$ cat config.mk
export PLATFORM = sky130hd
export DESIGN_NAME = bfd_cmdq
export DESIGN_NICKNAME = d
export VERILOG_FILES = /design/src/rtl/bfd_pkg.sv /design/src/rtl/bfd_cmdq.sv
export SDC_FILE = /design/constraint.sdc
export NUM_CORES = 1
export LEC_CHECK = 0
export ABC_AREA = 1
export BUFFER_PORTS_ARGS = -buffer_cell sky130_fd_sc_hd__clkbuf_2
export CORE_ASPECT_RATIO = 0.7
export CORE_MARGIN = 10
export CORE_UTILIZATION = 44
export CTS_CLUSTER_DIAMETER = 50
export DETAILED_ROUTE_END_ITERATION = 10
export PLACE_DENSITY = 0.81
export SLEW_MARGIN = 25
export SYNTH_ARGS = -nofsm -noshare
export SYNTH_HDL_FRONTEND = slang
export SYNTH_SLANG_ARGS = --single-unit
$ cat constraint.sdc
create_clock -name clk -period 1.3 [get_ports clk]
set_input_delay 0.26 -clock clk [delete_from_list [all_inputs] [get_ports clk]]
set_output_delay 0.26 -clock clk [all_outputs]
set_load 0.03 [all_outputs]
$ cat src/rtl/bfd_pkg.sv
// Shared types and constants for the box filter downscaler.
// No dependencies.
`default_nettype none
package bfd_pkg;
	localparam int SUM_W = 40;
	localparam int CNT_W = 28;
	localparam int PIX_W = 8;
	localparam int Q_FRAC = 16;
	localparam int CFG_IDX_W = 3;
	localparam int CFG_DATA_W = 17;
	localparam logic [16:0] ONE_Q16 = 17'h10000;

	typedef enum logic [CFG_IDX_W-1:0] {
		REG_SRC_WIDTH = 3'd0,
		REG_SRC_HEIGHT = 3'd1,
		REG_DST_WIDTH = 3'd2,
		REG_DST_HEIGHT = 3'd3,
		REG_SCALE_X = 3'd4,
		REG_SCALE_Y = 3'd5
	} cfg_reg_t;

	typedef struct packed {
		logic [SUM_W-1:0] sum;
		logic [CNT_W-1:0] cnt;
	} bfd_acc_t;

	typedef struct packed {
		logic bank;
		logic [6:0] last_col;
		logic fend;
	} bfd_cmd_t;

	typedef struct packed {
		logic done;
		logic bank;
	} bfd_rel_t;
endpackage
`default_nettype wire

$ cat src/rtl/bfd_cmdq.sv
// Two-entry queue of row drain commands between front and back.
// Depends on bfd_pkg.
`default_nettype none
module bfd_cmdq
	import bfd_pkg::*;
(
	input wire logic clk,
	input wire logic arst_n,
	input wire logic push,
	input wire bfd_cmd_t cmd_in,
	output logic full,
	input wire logic pop,
	output bfd_cmd_t cmd_out,
	output logic empty
);
	bfd_cmd_t ent_q [2];
	logic wr_q, rd_q;
	logic [1:0] cnt_q;

	assign full = (cnt_q == 2'd2);
	assign empty = (cnt_q == 2'd0);
	assign cmd_out = ent_q[rd_q];

	always_ff @(posedge clk) begin
		if (push && !full) begin
			ent_q[wr_q] <= cmd_in;
		end
	end

	always_ff @(posedge clk or negedge arst_n) begin
		if (!arst_n) begin
			wr_q <= 1'b0;
			rd_q <= 1'b0;
			cnt_q <= 2'd0;
		end else begin
			if (push && !full) wr_q <= ~wr_q;
			if (pop && !empty) rd_q <= ~rd_q;
			case ({push && !full, pop && !empty})
				2'b10: cnt_q <= cnt_q + 2'd1;
				2'b01: cnt_q <= cnt_q - 2'd1;
				default: cnt_q <= cnt_q;
			endcase
		end
	end
endmodule
`default_nettype wire

==> qor.yml <==
status:
  status: "complete, but fails checks"
  violations: "negative setup slack"
detailed_routing:
  routedWlPerCell_um: 15.7
  via_count: 730
  post-route-drc-count: 0
  ant_nets: 0
  drt_iter0_drc: 46
  wl_mm: 2.27
  first_pass_iters: 4
  via_per_inst: 5.07
grt:
  grt-ovfl-total: 0
  grt_pass1_wl_mm: 3.61
  first_global_vias: 846
  antenna_found_initial: 0
  grt_max_degree: 14
  grt_usage: 0.109
setup_path:
  critPathCapture: "empty"
  crit_chain: "inv_2 > nand2_2 > buf_6 > inv_4 > buf_8"
  worstRegToRegCells: 6
  crit_slowest_cell: "dfrtp_1"
  timing.rr.end: "cnt_q[0]"
  r2r_setup_slack_ps: -80
  critPathBufInv: 4
  crit-reg2reg-launch: "cnt_q[1]"
  cp-start-kind: "register"
  slowest_delay_ps: 450
  cp.depth: 5
  critical_path_required_ps: 1040
  crit_arrival_ps: 1220
  critPathMaxFanout: 4
  crit_family: "flip-flops"
  worst-setup-path-type: "register to output pin"
  startpoint: "cnt_q[0]"
  cp-end-kind: "output pin"
clock_tree:
  clk_latency_ps: 320
  htreeDepth: 1
  clockBufferDepth: 2
  cts.reportedPaths.clkPinSlew_ps: 130
  cts_root_buf: "clkbuf_4"
  cts.sinks: 22
  cts_tree: "yes"
  cts_buffers: 3
finish:
  synthToLayoutAreaGrowth_pct: 63.0
  post-route-cell-area_sq_um: 1450
  drive_above_1_share: 0.639
  layout.cells.non_filler: 144
  layout.nets: 137
  diodes: 0
hold_path:
  hold_depth: 1
  hold_path_class: "primary input to register"
power:
  p_leak_uw: 0.000653
  power.density_nw_per_um2: 2710
  peakVddDrop_uv: 2130
logic_synthesis:
  synth_top_area_cell: "edfxtp_1"
  yosys_warnings: 0
  ys_seq_elements: 22
  seq_area_frac_synth: 0.721
  synthCells: 79
  synth_top_area_share: 0.608
  synth_cell_types: 14
  avgSynthCellArea_sq_um: 11.2
  syn-num-nets: 93
  ys_top_cells_by_area: "edfxtp_1 61%, nand2_1 15%, dfrtp_1 11%, inv_1 3.0%, nand3_1 1.7%"
  synth_area_sq_um: 888
sta:
  setup_violations: 31
  period_needed_ps: 1480
  finClkSkew_ps: 6.18
  fin_crit_sh: 1.14
  final_max_slew_viol_count: 0
  setup_ws_ps: -182
  tightest_slew_ps: 178
  rsz0062_at_grt: "yes"
  slew_headroom: 0.882
  max_freq_mhz: 675
  finalHoldViolations: 0
run:
  maxCapViolCount: 0
die:
  rows: 13
  core-area_sq_um: 1890
  ios: 24
  die_area_sq_um: 4250
  dieWidth_um: 73.7
  die_h_um: 57.6
  start_util: 0.471
placed_design:
  place_inst: 131
  post-place-ws_ps: -93.9
  io_buffer_count: 23
  place_hpwl_mm: 1.50
  place_area_sq_um: 1090
  place.gp.congestion: 0.753
-- cell usage in the layout, fill, tap and decap left out --
master and count:
buf_8 11, buf_6 6, nand3_2 2, ha_4 1
o21ai_4 1, edfxtp_1 18, nand4_1 1, dfrtp_2 1
xnor2_1 1, nand2_2 20, clkbuf_2 12, nor2_4 2
dlygate4sd3_1 1, clkinv_4 1, nand2_4 1, inv_1 3
buf_4 10, nand2_1 16, nand3_1 1, inv_4 2
clkbuf_4 3, dfrtp_1 3, bufinv_16 1, inv_2 4
-- kinds of logic (layout without fill, tap and decap cells) --
logic type                 count (synthesis)  after routing  share of synthesized area
buffers and inverters                     11             54                     0.0479
xor gates and xnor gates                   1              1                    0.00986
and+or+nand+nor                           43             43                      0.197
DFF                                       22             22                      0.721
AOI/OAI and AO/OA                          1              1                    0.00986
adders and majority gates                  1              1                     0.0141
-- through the flow --
| stage | utilization | TNS, ps | total power [uW] | hold slack [ps] |
|---|---|---|---|---|
| CTS | 0.708 | -1900 | 3540 | 116 |
| detailed placement | 0.577 | -235 | 2450 | 76.0 |
| global placement | 0.577 | 0 | 2390 | 76.3 |
| floorplan | - | -31.9 | 1940 | -35.6 |
| finish | 0.767 | -2930 | 3930 | 120 |
| global route | 0.767 | -4740 | 4140 | 90.7 |
-- how the worst min path moves through the flow --
stage          slack, ps      start     endpoint
2_1_floorplan        -40     arst_n     cnt_q[0]
3_3_place_gp          80     arst_n     cnt_q[0]
3_5_place_dp          80     arst_n         wr_q
4_1_cts              120  cmd_in[4]  ent_q[0][4]
5_1_grt               90  cmd_in[1]  ent_q[1][1]
6_report             120  cmd_in[1]  ent_q[1][1]
-- report_power, final --
part | total (uW) | switching [uW] | internal [uW]
clock | 534 | 222 | 312
combinational | 2300 | 1210 | 1090
sequential | 1100 | 113 | 982
total | 3930 | 1550 | 2380
-- registers in the layout, indices dropped and copies added, names as in the netlist --
register / count
cnt_q: 2
ent_q: 18
rd_q: 1
wr_q: 1
-- layout make-up --
cell class / count / area (sq um)
timing repair buffer: 40 / 378
tap: 22 / 27.5
inverter: 10 / 47.5
fill: 115 / 439
multi-input combinational: 46 / 300
clock buffer: 3 / 22.5
clock inverter: 1 / 30.0
sequential: 22 / 642
-- layer usage --
layer	track usage	vias to the layer above	wire length [um]
met1	0.115	359	913
met2	0.191	23	1140
li1	-	343	-
met3	0.0518	5	179
met4	0.0239	0	31
met5	0	-	0
-- Yosys cell counts --
cell type  instances
xnor2_1            1
nand2_2            2
inv_1              7
edfxtp_1          18
ha_1               1
nor2_2             1
inv_2              3
o21ai_2            1
dfrtp_1            4
nand2_1           35
nand3_1            3
nor2_1             1
nand4_1            1
buf_2              1
-- worst reg2reg max path, delay by kind of cell, from the launching register on --
kind / cells / cell delay, ps
DFF: 1 / 400
adders and majority gates: 1 / 240
buffers and inverters: 3 / 330
xor gates and xnor gates: 1 / 120
AOI/OAI and AO/OA: 1 / 180
-- what timing repair did --
action                                 in CTS  in global routing
pin swaps                                   2                 13
endpoints found under the hold margin       4                  0
setup endpoints to repair                  22                 31
gates resized for setup                    42                 33
buffers inserted                            3                  4
gates cloned                                1                  0
hold buffers                                1                  0
Power figures use the tool's default switching activity.
