File: src/rtl/bfd_ram.sv
// Generic single-write, single-read RAM with registered read data.
// No dependencies.
`default_nettype none
module bfd_ram #(
	parameter int W = 8,
	parameter int DEPTH = 64
) (
	input wire logic clk,
	input wire logic we,
	input wire logic [(DEPTH > 1 ? $clog2(DEPTH) : 1)-1:0] waddr,
	input wire logic [W-1:0] wdata,
	input wire logic [(DEPTH > 1 ? $clog2(DEPTH) : 1)-1:0] raddr,
	output logic [W-1:0] rdata
);
	logic [W-1:0] mem_q [DEPTH];

	always_ff @(posedge clk) begin
		if (we) begin
			mem_q[waddr] <= wdata;
		end
		rdata <= mem_q[raddr];
	end
endmodule
`default_nettype wire

File: config.mk
export PLATFORM = sky130hd
export DESIGN_NAME = bfd_ram
export DESIGN_NICKNAME = d
export VERILOG_FILES = /design/src/rtl/bfd_ram.sv
export SDC_FILE = /design/constraint.sdc
export NUM_CORES = 1
export LEC_CHECK = 0
export BUFFER_PORTS_ARGS = -buffer_cell sky130_fd_sc_hd__buf_2
export CAP_MARGIN = 15
export CORE_ASPECT_RATIO = 0.9
export CORE_MARGIN = 3
export CORE_UTILIZATION = 40
export DETAILED_ROUTE_END_ITERATION = 10
export PLACE_DENSITY = 0.57
export SETUP_SLACK_MARGIN = 0.15
export SKIP_LAST_GASP = 1
export SYNTH_ARGS = -nofsm -noshare
export SYNTH_HDL_FRONTEND = slang
export SYNTH_SLANG_ARGS = --single-unit
File: constraint.sdc
create_clock -name clk -period 2.2 [get_ports clk]
set_input_delay 0.11 -clock clk [delete_from_list [all_inputs] [get_ports clk]]
set_output_delay 0.11 -clock clk [all_outputs]
set_load 0.03 [all_outputs]
==> results of run 1 <==
cell usage in the layout (no fill, tap or decap), drive strengths merged, types with 4 or more instances in the layout:
cell / synthesis / layout
a211oi: 4 / 4
a221oi: 6 / 6
buf: 34 / 159
bufinv: 0 / 6
clkbuf: 17 / 63
clkinv: 0 / 20
dfxtp: 8 / 8
dlygate4sd3: 0 / 5
edfxtp: 512 / 512
mux2: 13 / 13
mux2i: 23 / 23
mux4: 126 / 126
nand2: 19 / 19
nand2b: 7 / 7
nand3: 13 / 13
nor2: 83 / 83
nor2b: 14 / 14
nor3: 7 / 7
o21ai: 4 / 4
o221ai: 8 / 8
o22ai: 8 / 8
per-layer routing:
metal  up-vias  track usage  wire length, um
li1       4270            -                -
met1      5304       0.2783            22520
met2       338       0.2694            21200
met3        80      0.04435             3509
met4         6      0.05615             1143
met5         -            0               25
synthesized netlist by cell type, drive strengths merged (8+ instances only):
library cell | count | share of area
nand3 | 13 | 0.0032
o221ai | 8 | 0.0035
dfxtp | 8 | 0.0079
buf | 34 | 0.013
mux2 | 13 | 0.0073
clkbuf | 17 | 0.0032
mux4 | 126 | 0.14
nor2 | 83 | 0.015
nor2b | 14 | 0.0043
mux2i | 23 | 0.011
o22ai | 8 | 0.0025
edfxtp | 512 | 0.76
nand2 | 19 | 0.0035
power breakdown:
part | switching, W | internal (W)
registers | 0.0000294 | 0.0110
clock network | 0.00363 | 0.00495
logic | 0.000704 | 0.000480
how the worst min path moves through the flow:
stage	slack, ns	to	depth (start not counted)	start
6_report	0.08	mem_q[56][7]	1	wdata[7]
3_5_place_dp	0.46	mem_q[9][5]	1	wdata[5]
4_1_cts	0.01	rdata[5]	2	raddr[5]
5_1_grt	0.06	rdata[5]	2	raddr[5]
2_1_floorplan	0.21	mem_q[0][0]	0	wdata[0]
3_3_place_gp	0.45	mem_q[8][5]	1	wdata[5]
state kept, by name (all words and copies together), names as in the netlist:
| name | flops |
|---|---|
| rdata | 8 |
| mem_q | 512 |
cells by family (layout without fill, tap and decap cells):
group / after synthesis / in the layout / synth area share
multiplexers: 162 / 162 / 0.1594
buffers and inverters: 51 / 257 / 0.01570
AO/OA/AOI/OAI: 54 / 54 / 0.02072
flip-flops: 520 / 520 / 0.7703
AND/OR/NAND/NOR: 153 / 153 / 0.03387
through the flow:
step / utilization / setup WS (ns) / total power (W)
after floorplan: - / 0.4223 / 0.01181
after global placement: 0.4447 / -0.3408 / 0.01237
after detailed placement: 0.4447 / -0.3501 / 0.01238
after CTS: 0.4785 / 0.05966 / 0.02095
after global routing: 0.4791 / 0.1550 / 0.02142
final: 0.4791 / 0.1700 / 0.02076
timing repair:
item,CTS,global route
hold buffers,5,0
pin swaps,0,2
endpoints found under the hold margin,32,0
resized for setup,2,4
endpoints found under the setup margin,2,1
final cells by class:
type	count	area, um2	area share
clock inverter	30	300.3	0.01266
sequential	520	15530	0.6548
tap	671	839.6	0.03539
timing repair buffer	165	1380	0.05817
clock buffer	62	1318	0.05553
multi-input combinational	369	4352	0.1834
==> run summary, run 1 <==
status: finished, final reports clean
Setup Skew: 0.02359 ns
Final Hold Fails: 0
Die W: 242.7 um
r2r endpoint: rdata[6]
Max stage delay on crit path: 0.47 ns
critical path arrival: 2.48 ns
Worst Tran Pin Value: 0.8222 ns
Total GRT Usage: 0.1851
Worst R2R Setup Slack: 0.17 ns
Cells after Synth: 940
WP buf/inv: 0
# placed instances: 1720
Initial DRT Pass Iterations: 5
crit-path cells: mux4_2 > mux2_2 > o221a_2 > nor3_2 > o32ai_1
Worst Setup EP: rdata[6]
Via Count: 9998
DRT Wirelength: 48400 um
worst min path class: input port to register
worst setup path start: mem_q[28][6]
Final nets: 1129
final instance area: 0.02372 mm2
Row Count: 77
non-filler cells, final: 1817
IO Count: 30
Initial DRC Count: 943
CTS tree: yes
P_leak: 7.638 nW
VDD IR max: 568.3 uV
# setup viols final: 0
die height: 219.0 um
vias in the first global route: 10091
area added between synthesis and finish: 17.64%
Synthesized Nets: 962
core area: 0.04952 mm2
RD Place Congestion: 0.7872
reg-to-reg startpoint: mem_q[28][6]
RSZ-0062 raised after global routing: no
R2R cell count: 5
Seq cells post-synth: 520
total placed instance area: 0.02202 mm2
pin count of the biggest net entering global routing: 49
Pwr Density: 875.3 mW/mm2
CTS max path bufs: 3
DRC: 0
Worst-Skew Late Latency: 0.60 ns
clk sink count: 520
synthesized area: 0.02017 mm2
Inserted Clock Buffers: 51
Layout fillers: 4109
worst rel slew slack: 0.4460
max-slew violations: 0
clock-pin slew reported for the worst setup and hold paths after clock tree synthesis: 0.06 ns
via-per-instance ratio: 5.502
cell count along the critical path: 5
register area share after synthesis: 0.7703
layout cell share with drive strength beyond 1: 0.3264
DRT antenna net count: 0
Critical Path Fanout Max: 1
synthesized area per cell: 21.45 um2
antenna violations before repair: 4
ys async rst share: 0
IO buf count: 29
die area: 0.05315 mm2
crit end category: register
Avg WL per Cell: 26.64 um
Post-DP HPWL: 31110 um
total negative slack: 0 ns
worst path required time: 2.65 ns
startpoint types: register
H-tree levels: 2
first-pass GRT wire length: 70840 um
Worst Hold Slack: 0.07846 ns
crit-path leading delay family: multiplexers
fmax: 0.4926 GHz
setup bufs post-CTS: 0
post-layout min period: 2.030 ns
CP Class: register to register
max-cap violation count: 0
grt ovf: 0
Synth warnings: 0
Post-synth EDFFs: 512
CTS root buf: clkbuf_16
Starting Density: 0.4072
Tcrit/Tclk final: 0.9227
library cells used by synthesis: 40
ys flop type: edfxtp_1
Slowest cell on crit path: mux4_2
Inserted Diodes: 0
(Power assumes the default switching activity.)
==> inputs of run 2 (changes only) <==
Settings changed: PLACE_DENSITY 0.57 to not set.
==> run 2 against run 1 <==
Via count about the same. Final cell count grew 0.72%. Fmax rose by 2.0%. Global-route usage decreased by 0.73 points. Die area unchanged. Sequential share of layout area down 0.076 points. Highest routed layer unchanged.
==> run summary, run 2 (same netlist as run 1, synthesis figures left out) <==
Row Count: 77 (unchanged)
Inserted Clock Buffers: 51 (unchanged)
Max stage delay on crit path: 0.48 ns (about the same)
Initial DRT Pass Iterations: 6 (+1)
via-per-instance ratio: 5.462 (-0.73%)
Tcrit/Tclk final: 0.9042 (-0.01853)
DRT Wirelength: 46850 um (-3.2%)
post-layout min period: 1.989 ns (-0.04078 ns)
IO buf count: 29 (unchanged)
Worst Tran Pin Value: 0.8599 ns (+0.03769 ns)
total placed instance area: 0.02209 mm2 (+0.32%)
worst rel slew slack: 0.4267 (-0.01933)
crit-path cells: mux4_2 > mux2_2 > o221a_4 > nor3_4 > buf_6 > o32ai_1
Pwr Density: 868.9 mW/mm2 (-0.73%)
pin count of the biggest net entering global routing: 65 (+33%)
area of the multi-input gates: 0.004347 mm2 (-0.11%)
Starting Density: 0.4072 (unchanged)
# setup viols final: 0 (unchanged)
H-tree levels: 2 (unchanged)
grt ovf: 0 (unchanged)
max-slew violations: 0 (unchanged)
Layout fillers: 4148 (+0.95%)
Die W: 242.7 um (unchanged)
Setup Skew: 0.02782 ns (+0.004234 ns)
Total GRT Usage: 0.1778 (-0.007341)
number of flip-flops under the largest register name: 512 (unchanged)
Avg WL per Cell: 25.60 um (-3.9%)
vias in the first global route: 10125 (+0.34%)
fmax: 0.5027 GHz (+2.0%)
Critical Path Fanout Max: 1 (unchanged)
antenna violations before repair: 5 (+1)
leading cell types in the layout, fill and taps excluded: edfxtp_1, buf_4, mux4_2
worst path required time: 2.62 ns (-0.03 ns)
first-pass GRT wire length: 69400 um (-2.0%)
total negative slack: 0 ns (unchanged)
reg-to-reg startpoint: mem_q[29][6]
die area: 0.05315 mm2 (unchanged)
clk sink count: 520 (unchanged)
area added between synthesis and finish: 17.78%
non-filler cells, final: 1830 (+0.72%)
CP Class: register to register
Inserted Diodes: 0 (unchanged)
worst min path class: input port to register
die height: 219.0 um (unchanged)
CTS tree: yes
biggest regs: mem_q x512, rdata x8
Reg with most FFs: mem_q
DRC: 0 (unchanged)
VDD IR max: 629.4 uV (+11%)
CTS root buf: clkbuf_16
final instance area: 0.02375 mm2 (+0.12%)
Worst-Skew Late Latency: 0.58 ns (-0.02 ns)
# placed instances: 1736 (+0.93%)
Sequential Area: 0.01553 mm2 (unchanged)
worst setup path start: mem_q[29][6]
Slowest cell on crit path: mux4_2
Initial DRC Count: 1098 (+16%)
Worst Hold Slack: 0.01547 ns (-0.06300 ns)
commonest non-fill, non-tap cell in the layout: edfxtp_1
RSZ-0062 raised after global routing: yes
Min-Delay Startpoint: raddr[5]
Final Hold Fails: 0 (unchanged)
DRT antenna net count: 0 (unchanged)
Post-DP HPWL: 30230 um (-2.8%)
CTS max path bufs: 3 (unchanged)
status: finished, final reports clean
clock-pin slew reported for the worst setup and hold paths after clock tree synthesis: 0.06 ns (about the same)
Via Count: 9996 (-0.020%)
startpoint types: register
critical path arrival: 2.41 ns (-0.07 ns)
crit end category: register
RD Place Congestion: 0.7852 (-0.25%)
Final nets: 1140 (+0.97%)
core area: 0.04952 mm2 (unchanged)
IO Count: 30 (unchanged)
max-cap violation count: 0 (unchanged)
P_leak: 7.680 nW (+0.55%)
layout cell share with drive strength beyond 1: 0.3408 (+0.01446)
-- run 2: changes by cell type in the layout (fill, tap and decap cells not counted), moves of 2 or more --
| cell | change |
|---|---|
| clkbuf_1 | -3 |
| buf_12 | -4 |
| buf_6 | +2 |
| bufinv_16 | -2 |
| dlygate4sd3_1 | -5 |
| clkbuf_8 | +4 |
| inv_6 | -2 |
| buf_4 | +18 |
| clkinv_2 | +2 |
| clkinvlp_4 | +2 |
| clkinv_4 | +2 |
-- run 2: layout make-up --
| class | instances | share of cell area |
|---|---|---|
| clock buffer | 63 | 0.05731 |
| clock inverter | 31 | 0.01101 |
| multi-input combinational | 369 | 0.1830 |
| sequential | 520 | 0.6541 |
| tap | 671 | 0.03535 |
| timing repair buffer | 176 | 0.05926 |
-- run 2: per-stage QoR --
step	power, W	setup WS [ns]	utilization
after floorplan	0.01181	0.4223	-
after global placement	0.01237	-0.1870	0.4461
after detailed placement	0.01239	-0.2206	0.4461
after CTS	0.02082	0.1285	0.4792
after global routing	0.02131	0.1398	0.4796
final	0.02064	0.2107	0.4796
-- run 2: worst max-delay path: cells and delay by family, from the launching register on --
family / cells / cell delay, ns
buffers and inverters: 1 / 0.14
AO/OA/AOI/OAI: 2 / 0.38
flip-flops: 1 / 0.37
multiplexers: 2 / 0.77
AND/OR/NAND/NOR: 1 / 0.20
-- run 2: path summary, 6_finish.rpt --
check,to,slack [ns],cells after the start
max,rdata[6],0.21,6
min,rdata[1],0.02,3
max reg2reg,rdata[6],0.21,6
min reg2reg,rdata[7],0.89,4
-- run 2: metal layers --
metal  global-route usage  routed length [um]  vias to the layer above  part of all wire
met3              0.03836                3764                       78             0.080
met4              0.04301                1042                       10             0.022
met2               0.2666               21100                      382              0.45
met5                    0                  64                        -            0.0014
met1               0.2678               20870                     5233              0.45
li1                     -                   -                     4293                 -
-- run 2: where the power goes --
| part | total [W] | switching, W | internal (W) | leakage, nW |
|---|---|---|---|---|
| clock network | 0.00846 | 0.00360 | 0.00486 | 0.795 |
| registers | 0.0110 | 0.0000384 | 0.0110 | 4.67 |
| logic | 0.00118 | 0.000692 | 0.000485 | 2.21 |
| total | 0.0206 | 0.00433 | 0.0163 | 7.68 |
-- run 2: timing repair --
action | in CTS | in global routing
buffers inserted | 0 | 0
gates resized for setup | 3 | 4
endpoints found under the setup margin | 2 | 2
pin swaps | 0 | 2
hold endpoints to repair | 1 | 0
