**src/rtl/bfd_pkg.sv**
```systemverilog
// Shared types and constants for the box filter downscaler.
// No dependencies.
`default_nettype none
package bfd_pkg;
	localparam int SUM_W = 40;
	localparam int CNT_W = 28;
	localparam int PIX_W = 8;
	localparam int Q_FRAC = 16;
	localparam int CFG_IDX_W = 3;
	localparam int CFG_DATA_W = 17;
	localparam logic [16:0] ONE_Q16 = 17'h10000;

	typedef enum logic [CFG_IDX_W-1:0] {
		REG_SRC_WIDTH = 3'd0,
		REG_SRC_HEIGHT = 3'd1,
		REG_DST_WIDTH = 3'd2,
		REG_DST_HEIGHT = 3'd3,
		REG_SCALE_X = 3'd4,
		REG_SCALE_Y = 3'd5
	} cfg_reg_t;

	typedef struct packed {
		logic [SUM_W-1:0] sum;
		logic [CNT_W-1:0] cnt;
	} bfd_acc_t;

	typedef struct packed {
		logic bank;
		logic [6:0] last_col;
		logic fend;
	} bfd_cmd_t;

	typedef struct packed {
		logic done;
		logic bank;
	} bfd_rel_t;
endpackage
`default_nettype wire

```
**src/rtl/bfd_front.sv**
```systemverilog
// Front part: configuration, pixel accumulation into the column banks, row-end decisions.
// Depends on bfd_pkg.
`default_nettype none
module bfd_front
	import bfd_pkg::*;
#(
	parameter int MAX_DST_W = 64,
	parameter int MAX_SRC_W = 4096
) (
	input wire logic clk,
	input wire logic arst_n,
	input wire logic cfg_we,
	input wire logic [CFG_IDX_W-1:0] cfg_addr,
	input wire logic [CFG_DATA_W-1:0] cfg_data,
	input wire logic in_valid,
	output logic in_stall,
	input wire logic [PIX_W-1:0] pixel_in,
	output logic wr_en,
	output logic bank,
	output logic [(MAX_DST_W > 1 ? $clog2(MAX_DST_W) : 1)-1:0] addr,
	output bfd_acc_t wr_data,
	input wire bfd_acc_t rd_data,
	output logic [1:0][MAX_DST_W-1:0] col_valid,
	output logic cmd_push,
	output bfd_cmd_t cmd,
	input wire logic cmdq_full,
	input wire bfd_rel_t rel
);
	localparam int AW = MAX_DST_W > 1 ? $clog2(MAX_DST_W) : 1;
	localparam int CW = $clog2(MAX_SRC_W);
	localparam int PW = CW + 17;
	localparam logic [16:0] MAX_SW = 17'(MAX_SRC_W);
	localparam logic [6:0] MAX_DW = 7'(MAX_DST_W);

	typedef enum logic [2:0] {F_IDLE, F_IDX, F_RD, F_WR, F_END} fstate_t;

	logic [12:0] src_w_q;
	logic [15:0] src_h_q, dst_h_q;
	logic [6:0] dst_w_q;
	logic [16:0] scale_x_q, scale_y_q;

	fstate_t state_q;
	logic [CW-1:0] src_col_q;
	logic [15:0] src_row_q, dst_row_q;
	logic bank_q;
	logic [1:0] busy_q;
	logic [1:0][MAX_DST_W-1:0] valid_q;
	logic [PIX_W-1:0] pix_q;
	logic [PW-1:0] prod_q;
	logic [AW-1:0] dx_q;
	logic rdv_q;
	logic [33:0] ny_q;
	logic last_q;

	logic [16:0] sw_eff, kx_eff, ky_eff, next_row, dx_full;
	logic [15:0] sh_eff, dh_eff;
	logic [6:0] dw_eff, dw_m1;
	logic active, emit, hold, fend;

	always_comb begin
		if (src_w_q == '0) sw_eff = 17'd1;
		else if (17'(src_w_q) > MAX_SW) sw_eff = MAX_SW;
		else sw_eff = 17'(src_w_q);
		sh_eff = (src_h_q == '0) ? 16'd1 : src_h_q;
		dh_eff = (dst_h_q == '0) ? 16'd1 : dst_h_q;
		if (dst_w_q == '0) dw_eff = 7'd1;
		else if (dst_w_q > MAX_DW) dw_eff = MAX_DW;
		else dw_eff = dst_w_q;
		dw_m1 = dw_eff - 7'd1;
		kx_eff = (scale_x_q > ONE_Q16) ? ONE_Q16 : scale_x_q;
		ky_eff = (scale_y_q > ONE_Q16) ? ONE_Q16 : scale_y_q;
		active = dst_row_q < dh_eff;
		next_row = 17'(src_row_q) + 17'd1;
		dx_full = 17'(prod_q[PW-1:Q_FRAC]);
		emit = active && (last_q || ny_q >= {1'b0, 17'(dst_row_q) + 17'd1, 16'b0});
		hold = emit && (busy_q[~bank_q] || cmdq_full);
		fend = last_q || (17'(dst_row_q) + 17'd1 >= 17'(dh_eff));
	end

	assign in_stall = (state_q != F_IDLE);
	assign wr_en = (state_q == F_WR) && active;
	assign bank = bank_q;
	assign addr = dx_q;
	assign col_valid = valid_q;
	assign wr_data.sum = rdv_q ? rd_data.sum + SUM_W'(pix_q) : SUM_W'(pix_q);
	assign wr_data.cnt = rdv_q ? rd_data.cnt + CNT_W'(1) : CNT_W'(1);
	assign cmd_push = (state_q == F_END) && emit && !hold;
	assign cmd.bank = bank_q;
	assign cmd.last_col = dw_m1;
	assign cmd.fend = fend;

	always_ff @(posedge clk or negedge arst_n) begin
		if (!arst_n) begin
			src_w_q <= 13'd1;
			src_h_q <= 16'd1;
			dst_w_q <= 7'd1;
			dst_h_q <= 16'd1;
			scale_x_q <= ONE_Q16;
			scale_y_q <= ONE_Q16;
		end else if (cfg_we) begin
			unique case (cfg_reg_t'(cfg_addr))
				REG_SRC_WIDTH: src_w_q <= cfg_data[12:0];
				REG_SRC_HEIGHT: src_h_q <= cfg_data[15:0];
				REG_DST_WIDTH: dst_w_q <= cfg_data[6:0];
				REG_DST_HEIGHT: dst_h_q <= cfg_data[15:0];
				REG_SCALE_X: scale_x_q <= cfg_data;
				REG_SCALE_Y: scale_y_q <= cfg_data;
				default: ;
			endcase
		end
	end

	always_ff @(posedge clk) begin
		if (state_q == F_IDLE) begin
			pix_q <= pixel_in;
			prod_q <= PW'(src_col_q) * PW'(kx_eff);
		end
		if (state_q == F_IDX) begin
			dx_q <= (dx_full > 17'(dw_m1)) ? AW'(dw_m1) : AW'(dx_full);
		end
		if (state_q == F_RD) begin
			rdv_q <= valid_q[bank_q][dx_q];
		end
		if (state_q == F_WR) begin
			ny_q <= 34'(next_row) * 34'(ky_eff);
			last_q <= next_row >= 17'(sh_eff);
		end
	end

	always_ff @(posedge clk or negedge arst_n) begin
		if (!arst_n) begin
			state_q <= F_IDLE;
			src_col_q <= '0;
			src_row_q <= '0;
			dst_row_q <= '0;
			bank_q <= 1'b0;
			busy_q <= '0;
			valid_q <= '0;
		end else begin
			if (rel.done) busy_q[rel.bank] <= 1'b0;
			unique case (state_q)
				F_IDLE: begin
					if (in_valid) state_q <= F_IDX;
				end
				F_IDX: state_q <= F_RD;
				F_RD: state_q <= F_WR;
				F_WR: begin
					if (active) valid_q[bank_q][dx_q] <= 1'b1;
					if (17'(src_col_q) + 17'd1 < sw_eff) begin
						src_col_q <= src_col_q + CW'(1);
						state_q <= F_IDLE;
					end else begin
						src_col_q <= '0;
						state_q <= F_END;
					end
				end
				F_END: begin
					if (!hold) begin
						if (emit) begin
							busy_q[bank_q] <= 1'b1;
							bank_q <= ~bank_q;
							valid_q[~bank_q] <= '0;
						end
						if (last_q) begin
							src_row_q <= '0;
							dst_row_q <= '0;
							if (!emit) valid_q[bank_q] <= '0;
						end else begin
							src_row_q <= next_row[15:0];
							if (emit) dst_row_q <= dst_row_q + 16'd1;
						end
						state_q <= F_IDLE;
					end
				end
				default: state_q <= F_IDLE;
			endcase
		end
	end
endmodule
`default_nettype wire

```
**config.mk**
```make
export PLATFORM = sky130hd
export DESIGN_NAME = bfd_front
export DESIGN_NICKNAME = d
export VERILOG_FILES = /design/src/rtl/bfd_pkg.sv /design/src/rtl/bfd_front.sv
export SDC_FILE = /design/constraint.sdc
export NUM_CORES = 2
export LEC_CHECK = 0
export BUFFER_PORTS_ARGS = -buffer_cell sky130_fd_sc_hd__buf_2
export CORE_ASPECT_RATIO = 1.25
export CORE_UTILIZATION = 40
export CTS_CLUSTER_SIZE = 10
export DETAILED_ROUTE_END_ITERATION = 7
export PLACE_DENSITY = 0.58
export SYNTH_ARGS = -nofsm -noshare
export SYNTH_HDL_FRONTEND = slang
export SYNTH_SLANG_ARGS = --single-unit
export TNS_END_PERCENT = 50
```
**constraint.sdc**
```tcl
create_clock -name clk -period 9.8 [get_ports clk]
set_input_delay 0.98 -clock clk [delete_from_list [all_inputs] [get_ports clk]]
set_output_delay 0.98 -clock clk [all_outputs]
set_load 0.02 [all_outputs]
```
==> metrics <==
RR Endpoint ny_q[33]$_DFFE_PP_; post-synthesis sequential area ratio 25.5%; Post-synth ARST share 80.7%; Gate Count Post-Synth 3593; fmax 0.113 GHz; RSZ-0062 raised after global routing false; leakage power 17.9 nW; WL per Instance 20.0 um; Max VDD drop 154 uV; synth warn 0; Area contributors post-synth fa_1, dfrtp_1, ha_1; Crit. End Element flop; Pint 0.00399 W; P per Cell Area 196 nW/um^2; via count 26304; I/O Buffers 317; starting density of the core 40.4%; Post-DP HPWL 77.6 mm; Pins Over Slew Limit 0; post-route cell area 37400 sq um; Root Driver clkbuf_16; clock sinks 327; Hold Crit Class in2async; Post-CTS Setup Inserts 0; dpl cell area 36000 sq um; #FFs+latches synth 327; status completed; Sw Pwr 0.00332 W; Max-Slew Margin vs Limit 19.7%; drt pass-1 iters 5; Synth Net Count 4338; dpl ws 0.972 ns; die height 325 um; post-synth top area cell fa_1; Clock Tree Buf Depth 3; initial antenna violation count 16; vias in the first global route 26790; largest net degree at the start of global routing 146; WS Path Type reg2reg; # resized after CTS 0; Final period util 90.5%; Setup Skew 0.0382 ns; nets@finish 4575; share of layout cells above drive strength 1 14.6%; clock-pin transition on the worst setup and hold timing paths 0.06 ns; synthesized area per cell 9.29 sq um; combinational group share of total power 47.8%; num rows 118; setup slack, reg-to-reg 0.93 ns; clock power share 20.3%; Tmin final 8.87 ns; full die area 84600 sq um; commonest cells after routing, fill and taps aside inv_1, nand2_1, nor2_1; Top FF cell, synth dfrtp_1; hold_buf cts 0; Critical Path AT 9.20 ns; R2R cell count 28; Final Hold Fails 0; setup TNS 0 ns; core area 82700 sq um; Die W 260 um; final hold slack 0.489 ns; maxcap violations 0; Crit Path Max Fanout 12; Post-Synthesis Cell Area 33400 sq um; Placer Congestion 0.892; Crit-path slowest cell xnor2_1; Critical path origin src_row_q[0]$_DFFE_PN0P_; final critical-path setup slack 0.932 ns; Clk Latency, worst-skew pair 0.60 ns; Final ANT Viol Nets 0; worst-margin pin slew 1.20 ns; GR Util All Layers 23.4%; switching share of power 45.4%; Crit path largest cell delay 0.57 ns; r2r startpoint src_row_q[0]$_DFFE_PN0P_; area share of the largest cell type after synthesis 22.4%; sequential power share 31.9%; Finish-stage setup viols 0; total CTS buffers 42; Crit path top cell by count fa_1; GRT Residual Overflow 0; vias per cell 5.31; CTS tree built; DR DRC count 0; Req. time, crit path 10.14 ns; commonest non-fill, non-tap cell in the layout inv_1; H-tree levels 2; Iter 0 DRT Violations 1940; # fillers 8092; synth unique cells 76; Power, Total 0.00731 W; Post-synth EDFFs 63; Boundary Pins 318; final WL 99.1 mm; Layout area overhead 11.9%; CP startpoint kind flop; first-pass GRT wire length 153 mm
## flip-flops by register name, indices dropped and copies added (netlist names), 3 cells and up
signal	flops
dst_w_q	7
src_row_q	16
scale_y_q	17
addr	6
prod_q	13
src_col_q	12
src_h_q	16
pix_q	8
col_valid	128
scale_x_q	17
dst_h_q	16
ny_q	34
src_w_q	13
state_q	3
dst_row_q	16
## power groups by stage
stage | Sequential [W] | Clock (W) | Combinational [W]
after global placement | 0.00234 | 0 | 0.00347
after CTS | 0.00232 | 0.00152 | 0.00352
after floorplan | 0.00242 | 0 | 0.00213
after global routing | 0.00238 | 0.00158 | 0.00385
after detailed placement | 0.00235 | 0 | 0.00350
final | 0.00233 | 0.00148 | 0.00350
## worst max-delay path by stage
stage	slack [ns]	cells past startpoint	end
2_1_floorplan	1.70	30	ny_q[32]$_DFFE_PP_
3_3_place_gp	1.12	28	ny_q[33]$_DFFE_PP_
3_5_place_dp	0.97	28	ny_q[33]$_DFFE_PP_
4_1_cts	0.96	28	ny_q[33]$_DFFE_PP_
5_1_grt	0.24	28	ny_q[33]$_DFFE_PP_
6_report	0.93	28	ny_q[33]$_DFFE_PP_
## cells in the mapped netlist, drive strengths merged (7+ instances only)
| library cell | n |
|---|---|
| nor3 | 27 |
| nand2 | 413 |
| inv | 537 |
| o21a | 16 |
| nand4 | 24 |
| or4 | 10 |
| a211oi | 18 |
| a21oi | 220 |
| mux4 | 42 |
| o21ai | 88 |
| a31oi | 8 |
| nand3 | 47 |
| xnor2 | 76 |
| buf | 31 |
| clkinv | 8 |
| edfxtp | 63 |
| nor2 | 379 |
| and4 | 7 |
| o31ai | 20 |
| clkbuf | 126 |
| xor2 | 59 |
| nand2b | 14 |
| and3 | 46 |
| ha | 268 |
| or3 | 19 |
| nor2b | 40 |
| mux2 | 80 |
| and2 | 116 |
| fa | 374 |
| a21o | 44 |
| nor4 | 26 |
| or2 | 8 |
| dfrtp | 258 |
## critical path, delay by kind of cell, from the launching register on
| family | cells | cell delay, ns |
|---|---|---|
| buf+inv | 4 | 0.60 |
| simple gates | 6 | 1.12 |
| xor+xnor | 2 | 0.65 |
| fa+ha+maj | 8 | 3.64 |
| compound gates | 8 | 2.20 |
| flops | 1 | 0.42 |
## area by class of cell
type	count	area [sq um]	share of cell area (%)
Multi-Input combinational cell	2564	22300	59.6
Sequential cell	327	8510	22.8
Inverter	545	2050	5.47
Timing Repair Buffer	350	1860	4.97
Tap cell	1080	1350	3.62
Clock buffer	69	1200	3.22
Clock inverter	7	109	0.291
Antenna cell	10	25.0	0.0670
## per-stage QoR
stage	cells	util [%]
detailed placement	4866	43.6
global route	4948	45.2
global placement	4866	43.6
finish	4952	45.2
CTS	4942	45.2
floorplan	3593	-
## layer usage
layer | share of wire (%) | track usage, % | up-vias
met5 | 0.076 | 0.463 | -
met1 | 39 | 28.4 | 13001
met4 | 4.1 | 10.0 | 6
met2 | 50 | 40.5 | 969
met3 | 6.8 | 3.92 | 201
li1 | - | - | 12127
## kinds of logic (layout without fill, tap and decap cells)
kind of cell	after synthesis	count (layout)	share of synthesized area, %
buffers and inverters	702	971	8.03
adder cells (fa/ha/maj)	642	642	32.5
multiplexers	123	123	5.56
AO/OA/AOI/OAI	472	472	8.55
AND/OR/NAND/NOR	1192	1192	16.4
other	0	10	0
XOR/XNOR	135	135	3.54
flip-flops	327	327	25.5
Note: power is estimated with default switching activity, not from simulation.
