===== config.mk =====
export PLATFORM = sky130hd
export DESIGN_NAME = bfd_back
export DESIGN_NICKNAME = d
export VERILOG_FILES = /design/src/rtl/bfd_pkg.sv /design/src/rtl/bfd_back.sv
export SDC_FILE = /design/constraint.sdc
export NUM_CORES = 1
export LEC_CHECK = 0
export BUFFER_PORTS_ARGS = -buffer_cell sky130_fd_sc_hd__buf_2
export CAP_MARGIN = 20
export CELL_PAD_IN_SITES_DETAIL_PLACEMENT = 1
export CELL_PAD_IN_SITES_GLOBAL_PLACEMENT = 2
export CORE_MARGIN = 2
export CORE_UTILIZATION = 30
export DETAILED_ROUTE_END_ITERATION = 6
export PLACE_DENSITY = 0.89
export SLEW_MARGIN = 30
export SYNTH_ARGS = -nofsm -noshare
export SYNTH_HDL_FRONTEND = slang
export SYNTH_SLANG_ARGS = --single-unit

===== constraint.sdc =====
create_clock -name clk -period 4.33 [get_ports clk]
set_input_delay 0.2165 -clock clk [delete_from_list [all_inputs] [get_ports clk]]
set_output_delay 0.2165 -clock clk [all_outputs]
set_load 0.005 [all_outputs]

===== src/rtl/bfd_pkg.sv =====
// Shared types and constants for the box filter downscaler.
// No dependencies.
`default_nettype none
package bfd_pkg;
	localparam int SUM_W = 40;
	localparam int CNT_W = 28;
	localparam int PIX_W = 8;
	localparam int Q_FRAC = 16;
	localparam int CFG_IDX_W = 3;
	localparam int CFG_DATA_W = 17;
	localparam logic [16:0] ONE_Q16 = 17'h10000;

	typedef enum logic [CFG_IDX_W-1:0] {
		REG_SRC_WIDTH = 3'd0,
		REG_SRC_HEIGHT = 3'd1,
		REG_DST_WIDTH = 3'd2,
		REG_DST_HEIGHT = 3'd3,
		REG_SCALE_X = 3'd4,
		REG_SCALE_Y = 3'd5
	} cfg_reg_t;

	typedef struct packed {
		logic [SUM_W-1:0] sum;
		logic [CNT_W-1:0] cnt;
	} bfd_acc_t;

	typedef struct packed {
		logic bank;
		logic [6:0] last_col;
		logic fend;
	} bfd_cmd_t;

	typedef struct packed {
		logic done;
		logic bank;
	} bfd_rel_t;
endpackage
`default_nettype wire


===== src/rtl/bfd_back.sv =====
// Back part: drains one column bank, divides sum by count per column, holds the output beat.
// Depends on bfd_pkg.
`default_nettype none
module bfd_back
	import bfd_pkg::*;
#(
	parameter int MAX_DST_W = 64
) (
	input wire logic clk,
	input wire logic arst_n,
	input wire bfd_cmd_t cmd,
	input wire logic cmd_empty,
	output logic cmd_pop,
	output logic bank,
	output logic [(MAX_DST_W > 1 ? $clog2(MAX_DST_W) : 1)-1:0] addr,
	input wire bfd_acc_t rd_data,
	input wire logic [1:0][MAX_DST_W-1:0] col_valid,
	output bfd_rel_t rel,
	output logic out_valid,
	input wire logic out_stall,
	output logic [PIX_W-1:0] pixel_out,
	output logic row_end,
	output logic frame_end
);
	localparam int AW = MAX_DST_W > 1 ? $clog2(MAX_DST_W) : 1;

	typedef enum logic [2:0] {B_IDLE, B_RD, B_LD, B_DIV, B_OUT} bstate_t;

	bstate_t state_q;
	logic bank_q, fend_q, vld_q;
	logic [AW-1:0] col_q, last_q;
	logic [SUM_W-1:0] rem_q;
	logic [CNT_W-1:0] div_q;
	logic [2:0] step_q;
	logic [PIX_W-1:0] quo_q;
	logic out_valid_q, row_end_q, frame_end_q;
	logic [PIX_W-1:0] pix_out_q;

	logic [SUM_W-1:0] shifted;
	logic load, is_last;

	assign shifted = SUM_W'(div_q) << step_q;
	assign load = (state_q == B_OUT) && (!out_valid_q || !out_stall);
	assign is_last = (col_q == last_q);
	assign cmd_pop = (state_q == B_IDLE) && !cmd_empty;
	assign bank = bank_q;
	assign addr = col_q;
	assign rel.done = load && is_last;
	assign rel.bank = bank_q;
	assign out_valid = out_valid_q;
	assign pixel_out = pix_out_q;
	assign row_end = row_end_q;
	assign frame_end = frame_end_q;

	always_ff @(posedge clk) begin
		if (cmd_pop) begin
			bank_q <= cmd.bank;
			last_q <= AW'(cmd.last_col);
			fend_q <= cmd.fend;
		end
		if (state_q == B_RD) vld_q <= col_valid[bank_q][col_q];
		if (state_q == B_LD) begin
			rem_q <= vld_q ? rd_data.sum : '0;
			div_q <= vld_q ? rd_data.cnt : '0;
			step_q <= 3'd7;
			quo_q <= '0;
		end
		if (state_q == B_DIV) begin
			if (rem_q >= shifted) begin
				rem_q <= rem_q - shifted;
				quo_q[step_q] <= 1'b1;
			end
			step_q <= step_q - 3'd1;
		end
		if (load) begin
			pix_out_q <= (div_q == '0) ? '0 : quo_q;
			row_end_q <= is_last;
			frame_end_q <= is_last && fend_q;
		end
	end

	always_ff @(posedge clk or negedge arst_n) begin
		if (!arst_n) begin
			state_q <= B_IDLE;
			col_q <= '0;
			out_valid_q <= 1'b0;
		end else begin
			if (load) out_valid_q <= 1'b1;
			else if (out_valid_q && !out_stall) out_valid_q <= 1'b0;
			unique case (state_q)
				B_IDLE: begin
					if (!cmd_empty) begin
						col_q <= '0;
						state_q <= B_RD;
					end
				end
				B_RD: state_q <= B_LD;
				B_LD: state_q <= B_DIV;
				B_DIV: begin
					if (step_q == 3'd0) state_q <= B_OUT;
				end
				B_OUT: begin
					if (load) begin
						if (is_last) begin
							state_q <= B_IDLE;
						end else begin
							col_q <= col_q + AW'(1);
							state_q <= B_RD;
						end
					end
				end
				default: state_q <= B_IDLE;
			endcase
		end
	end
endmodule
`default_nettype wire


==> results by group, run 1 <==
Placed design
  • Cells after DPL: 1483
  • RD Place Congestion: 0.899
  • IO buf count: 228
  • Hpwl dp: 25400 microns
  • Placement Setup Slack: 0.305 ns

STA
  • Least-Margin Pin Slew: 0.780 ns
  • Final period util: 0.937
  • Rel. slew slack: 0.480
  • F_max: 0.247 GHz
  • Post-route setup slack: 0.274 ns
  • Clock skew: 0.0164 ns
  • RSZ-0062 raised after global routing: no
  • Endpoints failing hold: 0
  • Max-slew violations: 0
  • Setup-failing EPs final: 0
  • Setup TNS: 0 ns
  • Tmin final: 4.06 ns

Finish
  • Fin nets: 1365
  • Multi-input logic area: 5650 sq um
  • Final Non-Filler Cells: 1507
  • Post-layout util: 0.374
  • Fillers: 3372
  • Reg area: 2710 sq um
  • Syn-to-layout area delta: 22.9%
  • Share of post-route cells with drive strength above 1: 0.327

Logic synthesis
  • Register area share after synthesis: 0.310
  • Prevailing post-synth register cell: edfxtp_1
  • Cell variety after synth: 66
  • Yosys reg bits: 108
  • Ys Warns: 0
  • Cells after Synth: 903
  • Xor and xnor area share after synthesis: 0.0411
  • Synth Area in Adders: 0.0581
  • Synth Cell Area: 8740 sq um
  • Mapped Nets: 1152
  • Post-synth EDFFs: 50
  • Syn Area/Cell: 9.68 sq um
  • Top cells by area, synth: edfxtp_1, mux4_2, dfxtp_1, ha_1, a21oi_1
  • Yosys top cell by area: edfxtp_1
  • Simple-gate share of the synthesized area: 0.172
  • Share of the synthesized area in the top cell type: 0.172
  • Compound-Gate Fraction of Synth Area: 0.185
  • Largest family of logic cells by synthesized area: multiplexers
  • Async SR Flop Fraction: 0.0926
  • Mux cell area share after synthesis: 0.189

CTS
  • Clk slew on worst S/H paths: 0.09 ns
  • Clk buf depth: 2
  • H-tree depth: 3
  • CTS Buf Count: 9
  • TritonCTS clock tree: built
  • Worst-skew pair later-pin latency: 0.37 ns
  • Sink Count: 108
  • Root Driver: clkbuf_16

Worst setup path
  • Setup CP Type: flip-flop to flip-flop
  • Critical-path top delay cell: mux4_2
  • Crit-path max cell delay: 0.55 ns
  • Top delay family on crit path: compound AO/OA/AOI/OAI gates
  • Cells along the critical path: buf_12, mux4_2, mux2i_1, ha_1, nand2_1, or3_4, o41a_1, a2111oi_4, or2_2, buf_12, o31ai_1, a211oi_1
  • CP bufs+invs: 2
  • Data required time at the worst endpoint: 4.62 ns
  • Arrival @ worst endpoint: 4.34 ns
  • Worst-path maximum fanout: 36
  • Critical Path Source Type: flip-flop
  • Crit end category: flip-flop
  • Most used cell, CP: buf_12

Die
  • Die outline area: 30500 sq um
  • Io pins: 230
  • Chip width: 175 microns
  • Starting Density: 0.304
  • Core area: 28700 sq um
  • Row count: 62
  • Die Height: 175 microns

GRT
  • Vias in the first global route: 8633
  • Global route overflow: 0
  • Maximum number of pins on one net before global-route repair: 69
  • First-pass GRT wire length: 47900 microns
  • Gr usage total: 0.203
  • Antenna violations before repair: 2

Drt
  • Antenna-violating nets left: 0
  • First drt pass iteration count: 4
  • Avg Vias per Cell: 5.42
  • Total wire length: 30900 microns
  • Via count: 8162
  • DR iter-0 viols: 372
  • Wirelength per Cell: 20.5 microns
  • DRC viols: 0

Job
  • Max-cap violations: 0

Power and ir drop
  • Leakage: 4.50 nW
  • Maximum VDD drop: 0.353 mV
  • Pwr Density: 960 nW/um^2
  • Final Total Pwr: 10.3 mW

Run status
  • Status: finished clean

Min path
  • Hold Crit Class: input pin to flip-flop
==> final cells by class <==
cell class / count / share of cell area
Clock inverter: 6 / 0.00699
Sequential cell: 108 / 0.253
Tap cell: 384 / 0.0447
Inverter: 21 / 0.00757
Clock buffer: 10 / 0.0213
Timing Repair Buffer: 271 / 0.140
Multi-Input combinational cell: 705 / 0.526
Antenna cell: 2 / 0.000466
==> layout by cell type (no fill, tap or decap), types with 7 or more instances in the layout <==
| cell type | instances |
|---|---|
| a211oi_1 | 41 |
| a21o_1 | 15 |
| a21oi_1 | 88 |
| a31oi_1 | 9 |
| and2_1 | 34 |
| and3_1 | 34 |
| buf_2 | 228 |
| buf_4 | 39 |
| clkbuf_16 | 9 |
| dfrtp_1 | 10 |
| dfxtp_1 | 48 |
| edfxtp_1 | 50 |
| ha_1 | 38 |
| inv_1 | 19 |
| mux2i_1 | 28 |
| mux4_2 | 59 |
| nand2_1 | 73 |
| nand2b_1 | 8 |
| nand3_1 | 16 |
| nand4_1 | 17 |
| nor2_1 | 35 |
| nor2b_1 | 20 |
| nor3_1 | 20 |
| nor4_1 | 11 |
| o21a_1 | 7 |
| o21ai_0 | 34 |
| o21bai_1 | 8 |
| xnor2_1 | 25 |
| xor2_1 | 16 |
==> what timing repair did <==
item                                    CTS  global route
endpoints found under the setup margin    0             5
hold buffers                              1             0
buffers inserted                          0             5
endpoints found under the hold margin    10             0
resized for setup                         0             4
==> worst reg2reg max path, stage by stage (launching register included) <==
cell and delay (ns):
edfxtp_1 0.40, buf_12 0.22, mux4_2 0.56, mux2i_1 0.24
ha_1 0.29, nand2_1 0.19, or3_4 0.37, o41a_1 0.52
a2111oi_4 0.43, or2_2 0.24, buf_12 0.20, o31ai_1 0.11
a211oi_1 0.22
==> report_power, final <==
part	switching [mW]	leakage, nW	internal (mW)
clock	0.434	0.151	0.462
sequential	0.327	1.00	1.51
combinational	4.37	3.35	3.20
==> sequential cells by signal, summed over array words and instances, names as in the netlist, 3 cells and up <==
signal and cells:
div_q 28, quo_q 8, state_q 3, step_q 3
last_q 6, pixel_out 8, rem_q 40, addr 6
==> kinds of logic after synthesis <==
| family | count (synthesis) |
|---|---|
| adders and majority gates | 40 |
| and+or+nand+nor | 286 |
| AOI/OAI and AO/OA | 247 |
| muxes | 91 |
| DFF | 108 |
| xor gates and xnor gates | 41 |
| buffers and inverters | 90 |
==> cells in the mapped netlist, types with 3 or more instances <==
cell      number
a211o_1        3
a211oi_1      41
a21o_1        15
a21oi_1       89
a22o_1         3
a31oi_1        9
a32o_1         4
and2_1        34
and3_1        34
and4_1         3
buf_1          5
buf_2          7
buf_4          8
clkbuf_1      47
dfrtp_1       10
dfxtp_1       48
edfxtp_1      50
ha_1          39
inv_1         20
mux2_2         4
mux2i_1       28
mux4_2        59
nand2_1       73
nand2b_1       8
nand3_1       16
nand4_1       17
nor2_1        35
nor2b_1       20
nor3_1        21
nor4_1        12
o211ai_1       5
o21a_1         7
o21ai_0       34
o21bai_1       8
o31ai_1        5
or3_1          4
xnor2_1       25
xor2_1        16
==> per-stage QoR <==
stage          instance area [sq um]  hold WS [ns]
2_1_floorplan                   8740       -0.0791
3_3_place_gp                   10400        0.0965
3_5_place_dp                   10400         0.107
4_1_cts                        10700        0.0128
5_1_grt                        10700        0.0138
6_report                       10700        0.0249
==> path summary, 6_finish.rpt <==
path / from / end / slack (ns) / depth (start not counted)
min in group asynchronous: arst_n / out_valid / 0.26 / 2
hold / removal: cmd[8] / bank / 0.02 / 1
setup reg to reg: step_q[0] / rem_q[36] / 0.27 / 12
hold reg to reg: quo_q[3] / quo_q[3] / 0.48 / 1
setup / recovery: step_q[0] / rem_q[36] / 0.27 / 12
max in group asynchronous: arst_n / state_q[1] / 3.85 / 2
==> per-layer routing <==
metal  global-route usage  up-vias  routed length (microns)
met5                    0        -                        0
met4               0.0826        0                     1220
met3               0.0281       50                     1520
met2                0.377      264                    16000
met1                0.233     3969                    12100
li1                     -     3879                        -
(Power assumes the default switching activity.)
==> inputs of run 2 (changes only) <==
- MAX_ROUTING_LAYER: unset -> met4
==> run 2 against run 1 <==
  * Fmax is essentially flat
  * Die area is the same
  * Combinational power shrank 1%
  * Critical endpoint unchanged
  * Largest cell class unchanged
  * Largest power group unchanged
==> results by group, run 2 (synthesized netlist as in run 1, its figures left out) <==
Die
  • Die Height: 175 microns (unchanged)
  • Io pins: 230 (unchanged)
  • Row count: 62 (unchanged)
  • Starting Density: 0.304 (unchanged)
  • Chip width: 175 microns (unchanged)
  • Die outline area: 30500 sq um (unchanged)
  • Core area: 28700 sq um (unchanged)

Power and ir drop
  • Pwr Density: 956 nW/um^2 (-0.44%)
  • Leakage: 4.50 nW (-0.18%)
  • Maximum VDD drop: 0.349 mV (-0.93%)

GRT
  • Global route overflow: 0 (unchanged)
  • Vias in the first global route: 8484 (-1.7%)
  • First-pass GRT wire length: 47500 microns (-0.86%)
  • Maximum number of pins on one net before global-route repair: 47 (-32%)
  • Antenna violations before repair: 3 (+1)
  • Gr usage total: 0.208 (+0.00532)

Drt
  • Total wire length: 30700 microns (-0.52%)
  • Via count: 8127 (-0.43%)
  • Wirelength per Cell: 20.4 microns (-0.32%)
  • DRC viols: 0 (unchanged)
  • DR iter-0 viols: 389 (+4.6%)
  • First drt pass iteration count: 4 (unchanged)
  • Avg Vias per Cell: 5.40 (-0.23%)
  • Antenna-violating nets left: 0 (unchanged)

Min path
  • Hold path start: cmd[8]
  • Hold Crit Class: input pin to flip-flop
  • Worst Hold Depth: 1 (unchanged)
  • Hold worst-path end: bank

CTS
  • Sink Count: 108 (unchanged)
  • Worst-skew pair later-pin latency: 0.37 ns (about the same)
  • H-tree depth: 3 (unchanged)
  • CTS Buf Count: 9 (unchanged)
  • Clk slew on worst S/H paths: 0.09 ns (about the same)
  • TritonCTS clock tree: built
  • Clk buf depth: 2 (unchanged)
  • Root Driver: clkbuf_16

STA
  • Setup TNS: 0 ns (unchanged)
  • Setup-failing EPs final: 0 (unchanged)
  • Clock skew: 0.0122 ns (-0.00425 ns)
  • Endpoints failing hold: 0 (unchanged)
  • RSZ-0062 raised after global routing: no
  • Final period util: 0.937 (about the same)
  • Tmin final: 4.06 ns (+0.00288 ns)
  • Rel. slew slack: 0.400 (-0.0799)
  • Max-slew violations: 0 (unchanged)
  • F_max: 0.246 GHz (about the same)
  • Least-Margin Pin Slew: 0.900 ns (+0.120 ns)

Finish
  • Commonest non-fill, non-tap cell in the layout: buf_2
  • Post-layout util: 0.374 (about the same)
  • Fin nets: 1361 (-0.29%)
  • Share of post-route cells with drive strength above 1: 0.325 (-0.00241)
  • Syn-to-layout area delta: 22.9% (about the same)
  • Biggest regs: rem_q x40, div_q x28
  • Commonest non-fill, non-tap cells in the layout: buf_2, a21oi_1, nand2_1, mux4_2, edfxtp_1
  • Final Non-Filler Cells: 1504 (-0.20%)
  • Max FFs per register: 40 (unchanged)
  • Most flop-heavy register: rem_q

Worst setup path
  • Worst r2r path cells: 12 (unchanged)
  • Worst-path maximum fanout: 36 (unchanged)
  • Crit end category: flip-flop
  • RR Endpoint: rem_q[36]
  • Crit-path max cell delay: 0.58 ns (+0.03 ns)
  • R2r startpoint: step_q[1]
  • Flop-to-flop setup slack: 0.27 ns (about the same)
  • Data required time at the worst endpoint: 4.62 ns (about the same)
  • Top delay family on crit path: compound AO/OA/AOI/OAI gates
  • Critical path depth: 12 (unchanged)
  • Arrival @ worst endpoint: 4.34 ns (about the same)
  • Critical Path Source Type: flip-flop
  • Cells along the critical path: buf_4, mux4_2, mux2i_1, ha_1, nand2_1, or3_4, o41a_1, a2111oi_4, or2_2, buf_12, o31ai_1, a211oi_1
  • Setup CP Type: flip-flop to flip-flop
  • CP bufs+invs: 2 (unchanged)
  • Critical-path top delay cell: edfxtp_1

Placed design
  • RD Place Congestion: 0.921 (+2.4%)
  • Hpwl dp: 25100 microns (-0.81%)
  • IO buf count: 228 (unchanged)
  • Cells after DPL: 1479 (-0.27%)

Job
  • Max-cap violations: 0 (unchanged)

Run status
  • Status: finished clean
## run 2: layout make-up
type	count	area, sq um
diodes	3	7.51
clock buffers	9	225
clock inverters	7	101
fillers	3377	18000
inverters	21	78.8
multi-input cells	705	5650
flip-flops and latches	108	2710
well taps	384	480
repair buffers	267	1490
## run 2: per-layer routing
layer | wire [microns] | up-vias | track usage
met2 | 15900 | 233 | 0.366
met4 | 1130 | 0 | 0.0906
met5 | 0 | - | -
met1 | 12400 | 3969 | 0.240
li1 | - | 3883 | -
met3 | 1240 | 42 | 0.0233
## run 2: worst reg2reg max path, cell delays in order (launching register included)
cell and delay [ns]:
edfxtp_1 0.58, buf_4 0.19, mux4_2 0.52, mux2i_1 0.18, ha_1 0.27, nand2_1 0.17, or3_4 0.37, o41a_1 0.50
a2111oi_4 0.41, or2_2 0.24, buf_12 0.20, o31ai_1 0.10, a211oi_1 0.24
## run 2: report_power, final
group	leakage (nW)	total (mW)	internal, mW	switching (mW)
clock network	0.155	0.923	0.469	0.454
logic	3.34	7.48	3.16	4.32
registers	1.00	1.87	1.51	0.354
## run 2: per-stage QoR
| stage | setup slack, ns | hold WS [ns] | power, mW | cell area, sq um |
|---|---|---|---|---|
| after CTS | 0.193 | 0.00344 | 10.2 | 10700 |
| after detailed placement | 0.212 | 0.102 | 9.27 | 10400 |
| final | 0.271 | 0.0133 | 10.3 | 10700 |
| after global routing | 0.0133 | 0.00407 | 11.2 | 10700 |
| after floorplan | 0.196 | -0.0791 | 7.14 | 8740 |
| after global placement | 0.253 | 0.0988 | 9.12 | 10300 |
## run 2: worst max-delay path by stage
stage	start	end	slack, ns
after global placement	step_q[1]	rem_q[39]	0.25
after CTS	step_q[1]	rem_q[36]	0.19
after floorplan	step_q[1]	rem_q[27]	0.20
after detailed placement	step_q[1]	rem_q[36]	0.21
after global routing	step_q[0]	rem_q[36]	0.01
final	step_q[1]	rem_q[36]	0.27
## run 2: what timing repair did
| item | 4_1_cts | 5_1_grt |
|---|---|---|
| setup endpoints to repair | 0 | 15 |
| resized for setup | 0 | 1 |
| buffers inserted | 0 | 5 |
| hold buffers | 1 | 0 |
| hold endpoints to repair | 10 | 0 |
==> inputs of run 3 (changes only) <==
- ABC_AREA: unset -> 1
- PLACE_DENSITY: 0.89 -> 0.95
- clock period: 4.33 -> 4.8 ns (I/O delays scaled with it)
==> run 3 against run 2 <==
  * Utilization decreased by 1.2 points
  * Largest cell class unchanged
  * Non-clock buffer count is 23 lower
  * Critical path type unchanged
  * Synthesized cell count up 89%
  * Sequential cell count did not move
  * Final area grew 10%
  * Cell count grew 56%
  * Global-route usage up 2.3 points
==> results by group, run 3 <==
Logic synthesis
  • Synth Cell Area: 9940 sq um (+14%)
  • Yosys reg bits: 108 (unchanged)
  • Yosys top cell by area: nand2_1
  • Async SR Flop Fraction: 0.0926 (unchanged)
  • Cells after Synth: 1706 (+89%)
  • Syn Area/Cell: 5.82 sq um (-40%)
  • Register area share after synthesis: 0.273 (-0.0375)
  • Commonest cells in the netlist: nand2_1, inv_1, nor2_1, o21ai_0, nand3_1
  • Post-synth EDFFs: 50 (unchanged)
  • Ys Warns: 0 (unchanged)
  • Mapped Nets: 1955 (+70%)
  • Share of the synthesized area in the top cell type: 0.234 (+0.0624)
  • Cell variety after synth: 40 (-39%)
  • Prevailing post-synth register cell: edfxtp_1
  • Count leader, synth: nand2_1
  • Top cells by area, synth: nand2_1, edfxtp_1, dfxtp_1, inv_1, o21ai_0

CTS
  • H-tree depth: 3 (unchanged)
  • Root Driver: clkbuf_16
  • Clk buf depth: 2 (unchanged)
  • Postcts setup bufs: 0 (unchanged)
  • Clk slew on worst S/H paths: 0.08 ns (about the same)
  • TritonCTS clock tree: built
  • Worst-skew pair later-pin latency: 0.38 ns (about the same)
  • Sink Count: 108 (unchanged)
  • CTS Buf Count: 9 (unchanged)

STA
  • F_max: 0.255 GHz (+3.5%)
  • Tmin final: 3.92 ns (-0.137 ns)
  • Setup TNS: 0 ns (unchanged)
  • Min Hold Slack: 0.0571 ns (+0.0438 ns)
  • Clock skew: 0.0187 ns (+0.00646 ns)
  • Final period util: 0.817 (-0.120)
  • Max-slew violations: 0 (unchanged)
  • Least-Margin Pin Slew: 0.909 ns (+0.00940 ns)
  • Endpoints failing hold: 0 (unchanged)
  • Rel. slew slack: 0.390 (-0.0100)
  • Post-route setup slack: 0.878 ns (+0.607 ns)
  • RSZ-0062 raised after global routing: no
  • Setup-failing EPs final: 0 (unchanged)

Worst setup path
  • Arrival @ worst endpoint: 4.18 ns (-0.16 ns)
  • Worst-path maximum fanout: 33 (-8.3%)
  • Top delay family on crit path: simple AND/OR/NAND/NOR gates
  • Crit end category: flip-flop
  • Critical Path Source Type: flip-flop
  • Crit-path max cell delay: 0.43 ns (-0.15 ns)
  • CP bufs+invs: 4 (+2)
  • Setup CP Type: flip-flop to flip-flop
  • Worst r2r path cells: 22 (+10)
  • Critical-path top delay cell: or2_2
  • Cells along the critical path: clkinv_1, or2_2, o21ai_0, nand2_1, o21ai_0, nand2_1, o21ai_0, ha_1, nand2_1, inv_1, nand2_1, nand2_1, inv_1, nand2_1, nand2_1, nand3_2, nand2_2, nand2_4, nand2_4, clkinv_4, nor2_1, nor2_1
  • Most used cell, CP: nand2_1
  • Critical path depth: 22 (+10)
  • Data required time at the worst endpoint: 5.06 ns (+0.44 ns)

Finish
  • Commonest non-fill, non-tap cell in the layout: nand2_1
  • Commonest non-fill, non-tap cells in the layout: nand2_1, inv_1, buf_2, nor2_1, o21ai_0
  • Share of post-route cells with drive strength above 1: 0.149 (-0.176)
  • Biggest regs: rem_q x40, div_q x28
  • Most flop-heavy register: rem_q
  • Fin nets: 2138 (+57%)
  • Max FFs per register: 40 (unchanged)
  • Syn-to-layout area delta: 18.9%

Power and ir drop
  • Switching share of power: 0.574 (+0.0742)
  • Pint: 4.17 mW (-19%)
  • Clock network power share: 0.087 (-0.003)
  • Pwr Density: 829 nW/um^2 (-13%)
  • Sw power: 5.62 mW (+9.5%)
  • Gate power share: 0.748 (+0.020)
  • Leakage: 6.17 nW (+37%)
  • Sequential share of power: 0.165 (-0.017)
  • Maximum VDD drop: 0.293 mV (-16%)

Drt
  • Total wire length: 38700 microns (+26%)
  • DR iter-0 viols: 554 (+42%)
  • Antenna-violating nets left: 0 (unchanged)
  • Via count: 11200 (+38%)
  • First drt pass iteration count: 5 (+1)
  • Wirelength per Cell: 16.5 microns (-19%)
  • DRC viols: 0 (unchanged)
  • Avg Vias per Cell: 4.79 (-11%)

GRT
  • Global route overflow: 0 (unchanged)
  • Met2 usage: 0.429 (+0.0628)
  • Maximum number of pins on one net before global-route repair: 96 (+100%)
  • Vias in the first global route: 11600 (+36%)
  • Top Usage Layer GRT: met2
  • Antenna violations before repair: 8 (+5)
  • M1 GR Usage: 0.255 (+0.0155)
  • Met3 GRT Util: 0.0391 (+0.0159)
  • First-pass GRT wire length: 60200 microns (+27%)
  • Gr usage total: 0.231 (+0.0227)

Min path
  • Hold Crit Class: input pin to flip-flop
  • Worst Hold Depth: 1 (unchanged)

Placed design
  • Placement Setup Slack: 0.929 ns (+0.717 ns)
  • RD Place Congestion: 0.930 (+0.92%)
  • IO buf count: 228 (unchanged)
  • Hpwl dp: 31300 microns (+24%)

Run status
  • Status: finished clean

Die
  • Row count: 66 (+6.5%)
  • Io pins: 230 (unchanged)
  • Die Height: 186 microns (+6.5%)
  • Die outline area: 34600 sq um (+13%)
  • Starting Density: 0.305 (about the same)
  • Core area: 32600 sq um (+14%)
  • Chip width: 186 microns (+6.5%)

Job
  • Max-cap violations: 0 (unchanged)
## run 3: through the flow
stage	area, sq um	utilization	power (mW)	cells
2_1_floorplan	9940	-	6.79	1706
3_3_place_gp	11400	0.351	8.75	2319
3_5_place_dp	11500	0.351	8.92	2319
4_1_cts	11800	0.361	9.84	2336
5_1_grt	11800	0.362	10.9	2344
6_report	11800	0.362	9.79	2344
## run 3: area by class of cell
type	count	area, sq um
well taps	442	553
fillers	4498	20800
inverters	238	898
clock inverters	4	72.6
multi-input cells	1288	6030
clock buffers	12	246
flip-flops and latches	108	2710
repair buffers	244	1280
diodes	8	20.0
## run 3: path summary, 6_finish.rpt
check                               start         to  slack [ns]
worst max-delay path            step_q[0]  rem_q[26]        0.88
worst min-delay path               cmd[3]  last_q[2]        0.06
worst max register to register  step_q[0]  rem_q[26]        0.88
worst min register to register   quo_q[4]   quo_q[4]        0.46
max in group asynchronous          arst_n  out_valid        4.26
min in group asynchronous          arst_n    addr[1]        0.30
## run 3: layer usage
layer	routed length (microns)	vias up
li1	-	5743
met1	16700	5199
met2	19300	257
met3	1980	40
met4	714	0
met5	0	-
## run 3: power groups by stage
| stage | Sequential (mW) | Combinational, mW | Clock, mW |
|---|---|---|---|
| after floorplan | 1.54 | 5.25 | 0 |
| after global placement | 1.62 | 7.13 | 0 |
| after detailed placement | 1.64 | 7.28 | 0 |
| after CTS | 1.62 | 7.35 | 0.872 |
| after global routing | 1.66 | 8.34 | 0.893 |
| final | 1.62 | 7.32 | 0.848 |
## run 3: cell families (layout without fill, tap and decap cells)
kind of cell	after synthesis	after routing	synth area share
compound gates	236	236	0.125
xor+xnor	32	32	0.0282
fa+ha+maj	40	40	0.0511
buf+inv	310	498	0.122
flops	108	108	0.273
mux	3	3	0.00302
other cells	0	8	0
simple gates	977	977	0.398
## run 3: what timing repair did
action                                 4_1_cts  5_1_grt
gates resized for setup                      0        0
hold buffers                                 1        0
endpoints found under the hold margin       10        0
